<file path="src/hdl/qvr_pkg.sv">
`timescale 1ns / 1ps

package qvr_pkg;

  localparam int COORD_WIDTH_DEF    = 32;
  localparam int QUAT_FRAC_BITS_DEF = 30;
  localparam int QUAT_WIDTH         = 32;
  localparam int CFG_INDEX_WIDTH    = 3;

  // The second product is built from a low slice of this many bits and a high slice.
  localparam int SPLIT_BITS = 16;

  typedef logic [CFG_INDEX_WIDTH-1:0] qvr_reg_idx_t;

  localparam qvr_reg_idx_t REG_QUAT_X = 3'd0;
  localparam qvr_reg_idx_t REG_QUAT_Y = 3'd1;
  localparam qvr_reg_idx_t REG_QUAT_Z = 3'd2;
  localparam qvr_reg_idx_t REG_QUAT_W = 3'd3;

  // Load enables for the two stages inside each split multiplier.
  typedef struct packed {
    logic pp;
    logic prod;
  } qvr_adv_t;

endpackage

</file>
<file path="src/hdl/qvr_mul.sv">
`timescale 1ns / 1ps

module qvr_mul #(
  parameter int AW = 36
) (
  input  logic                                            clk,
  input  qvr_pkg::qvr_adv_t                               adv,
  input  logic signed [AW-1:0]                            a,
  input  logic signed [qvr_pkg::QUAT_WIDTH-1:0]           b,
  output logic signed [AW+qvr_pkg::QUAT_WIDTH-1:0]        prod
);
  import qvr_pkg::*;

  localparam int PW  = AW + QUAT_WIDTH;
  localparam int LOW = SPLIT_BITS;
  localparam int HW  = AW - LOW;
  localparam int LPW = LOW + 1 + QUAT_WIDTH;
  localparam int HPW = HW + QUAT_WIDTH;

  logic signed [LOW:0]    a_lo;
  logic signed [HW-1:0]   a_hi;
  logic signed [LPW-1:0]  pp_lo;
  logic signed [HPW-1:0]  pp_hi;

  // The low slice is unsigned, so it gets a zero sign bit.
  assign a_lo = {1'b0, a[LOW-1:0]};
  assign a_hi = a[AW-1:LOW];

  always_ff @(posedge clk) begin
    if (adv.pp) begin
      pp_lo <= LPW'(a_lo) * LPW'(b);
      pp_hi <= HPW'(a_hi) * HPW'(b);
    end
  end

  always_ff @(posedge clk) begin
    if (adv.prod) begin
      prod <= (PW'(pp_hi) <<< LOW) + PW'(pp_lo);
    end
  end

endmodule

</file>
<file path="config.mk">
export PLATFORM = sky130hd
export DESIGN_NAME = qvr_mul
export DESIGN_NICKNAME = d
export VERILOG_FILES = /design/src/hdl/qvr_pkg.sv /design/src/hdl/qvr_mul.sv
export SDC_FILE = /design/constraint.sdc
export NUM_CORES = 2
export LEC_CHECK = 0
export BUFFER_PORTS_ARGS = -buffer_cell sky130_fd_sc_hd__clkbuf_2
export CORE_ASPECT_RATIO = 0.6
export CORE_MARGIN = 1.5
export CORE_UTILIZATION = 35
export DETAILED_ROUTE_END_ITERATION = 16
export GPL_TIMING_DRIVEN = 0
export PLACE_DENSITY = 0.55
export SETUP_SLACK_MARGIN = 0.1
export SLEW_MARGIN = 20
export SYNTH_ARGS = -nofsm -noshare
export SYNTH_HDL_FRONTEND = slang
export SYNTH_SLANG_ARGS = --single-unit
export TNS_END_PERCENT = 100
</file>
<file path="constraint.sdc">
create_clock -name clk -period 16.6 [get_ports clk]
set_input_delay 0 -clock clk [delete_from_list [all_inputs] [get_ports clk]]
set_output_delay 0 -clock clk [all_outputs]
set_load 0.05 [all_outputs]
</file>
==> flow_summary.toml <==
[global_route]
grt_pass1_vias = 36360
use_met2_pct = 30.30
grt_util_met1_pct = 38.11
grt_use_met3_pct = 11.01
grt_start_max_net_pins = 87
overflow = 0
grt_pass1_wl_um = 250600
antenna_found_initial = 43
grt_busiest_layer = "met1"
grt_use_total_pct = 24.43

[floorplan]
top_level_ports = 139
dieHeight_um = 291.6
core.rowCount = 105
die_x_um = 484.0
core-area_um2 = 137200
die_area_um2 = 141100
initial_core_util_pct = 35.42

[sta]
hold_violations = 0
fin_skew_ns = 0.01161
finalSetupTns_ns = 0
period_needed_ns = 8.566
grt_setup_unrepaired = "false"
fmax_mhz = 116.7
finalSetupViolCount = 0
tightest_slew_ns = 1.164
min_period_over_period_pct = 51.60
maxSlewHeadroom_pct = 22.39
drv_slew = 0

[clock_tree]
cts_setup_buffers = 0
clock_latency_ns = 0.49
cts_buffers = 17
clockBufferDepth = 2
h-tree-depth = 4
cts_sinks = 169
clkSlewWorstSetupHoldPaths_ns = 0.08
cts_tree = "built"
cts-root-buf = "clkbuf_16"

[yosys]
synth_area_per_cell_um2 = 9.365
synth_nets = 6684
ys.flop_type = "edfxtp_1"
synth_largest_type_area_fraction_pct = 46.40
ys_seq_area_share_pct = 10.45
synth_seq_cells = 169
synth-edff-count = 169
synthCells = 5188
synth_area_um2 = 48580
synth_warnings = 0
yosys.area.top_type = "fa_1"
synth_cell_types = 75
ys_async_sr_fraction_pct = 0
synth_area_leaders = "fa_1 (46%), edfxtp_1 (10%), inv_1 (9.8%)"

[place]
place_congestion = 0.9767
dp.cells = 7121
hpwlAfterDp_um = 148500
place.port_buffers = 110

[drt]
via_count = 35670
wl_um = 168900
vias_per_cell = 4.975
drc = 0
ant_nets = 0
dr.first_iter.drc_count = 3393
wl_per_cell_um = 23.56
first_pass_iters = 6

[worst_hold_path]
hp-class = "in -> reg"

[finish]
nNetsFinal = 6820
drive_gt1_share_pct = 3.635
final_common_cell = "inv_1"
areaGrowthSynthToFinish_pct = 7.705
layout_common_cells = "inv_1 (1262), fa_1 (1126), nand2_1 (678), and2_1 (528), ha_1 (299)"
fin_util_pct = 38.15
instances_no_fill = 7169

[critical_path]
required_ns = 16.79
crit_path_frequent_cell = "fa_1"
cp_top_family = "adder cells"
cp.arrival_ns = 8.76
crit_path_cell_trace = "clkbuf_1 > clkbuf_1 > nand2_1 > fa_1 > inv_1 > fa_1 > inv_1 > fa_1 > fa_1 > fa_1 > inv_1 > fa_1 > ha_1 > clkbuf_1 > and3_1 > nand3_1 > a21oi_1 > o21ai_0 > a31oi_1 > a21boi_1 > o21ai_0 > a211oi_1 > xnor2_1"
critPathMaxStageDelay_ns = 0.84
slowest_stage = "clkbuf_1"
path_buf_inv = 6
crit_path_max_fanout = 10
startpoint_type = "primary input"
critical_path_class = "in -> reg"
endpoint_kind = "register"

[run]
max_cap_viol_count = 0

[status]
status = "completed"
## kinds of logic (layout without fill, tap and decap cells)
kind of cell,after synthesis,in the layout,share of synthesized area (%)
buffers and inverters,1523,1672,11.79
and+or+nand+nor,1475,1475,14.89
adders and majority gates,1425,1425,54.10
AOI/OAI and AO/OA,448,448,6.096
DFF,169,169,10.45
xor gates and xnor gates,142,142,2.560
muxes,6,6,0.1288
other,0,13,0
## repair_timing
item,4_1_cts,5_1_grt
resized for setup,0,0
hold endpoints to repair,17,0
hold buffers,3,0
## worst paths after layout
kind,from,end,slack (ns),cells past startpoint
setup / recovery,b[25],pp_lo[48]$_DFFE_PP_,8.03,23
hold / removal,adv[0],prod[21]$_DFFE_PP_,0.06,1
setup reg to reg,pp_lo[48]$_DFFE_PP_,prod[62]$_DFFE_PP_,12.28,10
hold reg to reg,pp_lo[3]$_DFFE_PP_,prod[3]$_DFFE_PP_,0.41,0
## sequential cells by signal (all words and copies together), names as in the netlist
name	count
prod	68
pp_lo	49
pp_hi	52
## layout make-up
type,count,area [um2]
Fill cell,14010,84830
Multi-Input combinational cell,3496,37960
Sequential cell,169,5075
Inverter,1264,4745
Tap cell,1819,2276
Buffer,259,983.4
Timing Repair Buffer,117,665.6
Clock buffer,18,429.2
Clock inverter,14,158.9
Antenna cell,13,32.53
## synth_stat cells (32+ instances only)
master / n
inv_1: 1262
fa_1: 1126
nand2_1: 678
and2_1: 528
ha_1: 299
clkbuf_1: 248
edfxtp_1: 169
a21oi_1: 135
nor2_1: 113
xnor2_1: 109
a21o_1: 80
o21ai_0: 52
xor2_1: 33
nand3_1: 32
## per-stage QoR
step	hold slack (ns)	setup WS (ns)	area, um2
6_report	0.05835	8.034	52330
5_1_grt	0.07509	7.759	52310
4_1_cts	0.01534	8.293	52220
3_5_place_dp	0.4045	7.758	51610
3_3_place_gp	0.4023	7.428	51410
2_1_floorplan	0.1125	9.897	48580
## layer usage
layer | wire (um) | part of all wire [%] | up-vias
met1 | 82600 | 49 | 18290
met5 | 218 | 0.13 | -
met4 | 2300 | 1.4 | 34
met2 | 60370 | 36 | 1533
li1 | - | - | 15670
met3 | 23450 | 14 | 150
Power is left out: the tool's default activity adds up to more than one toggle a clock period on the data nets, which glitch-free logic cannot reach.
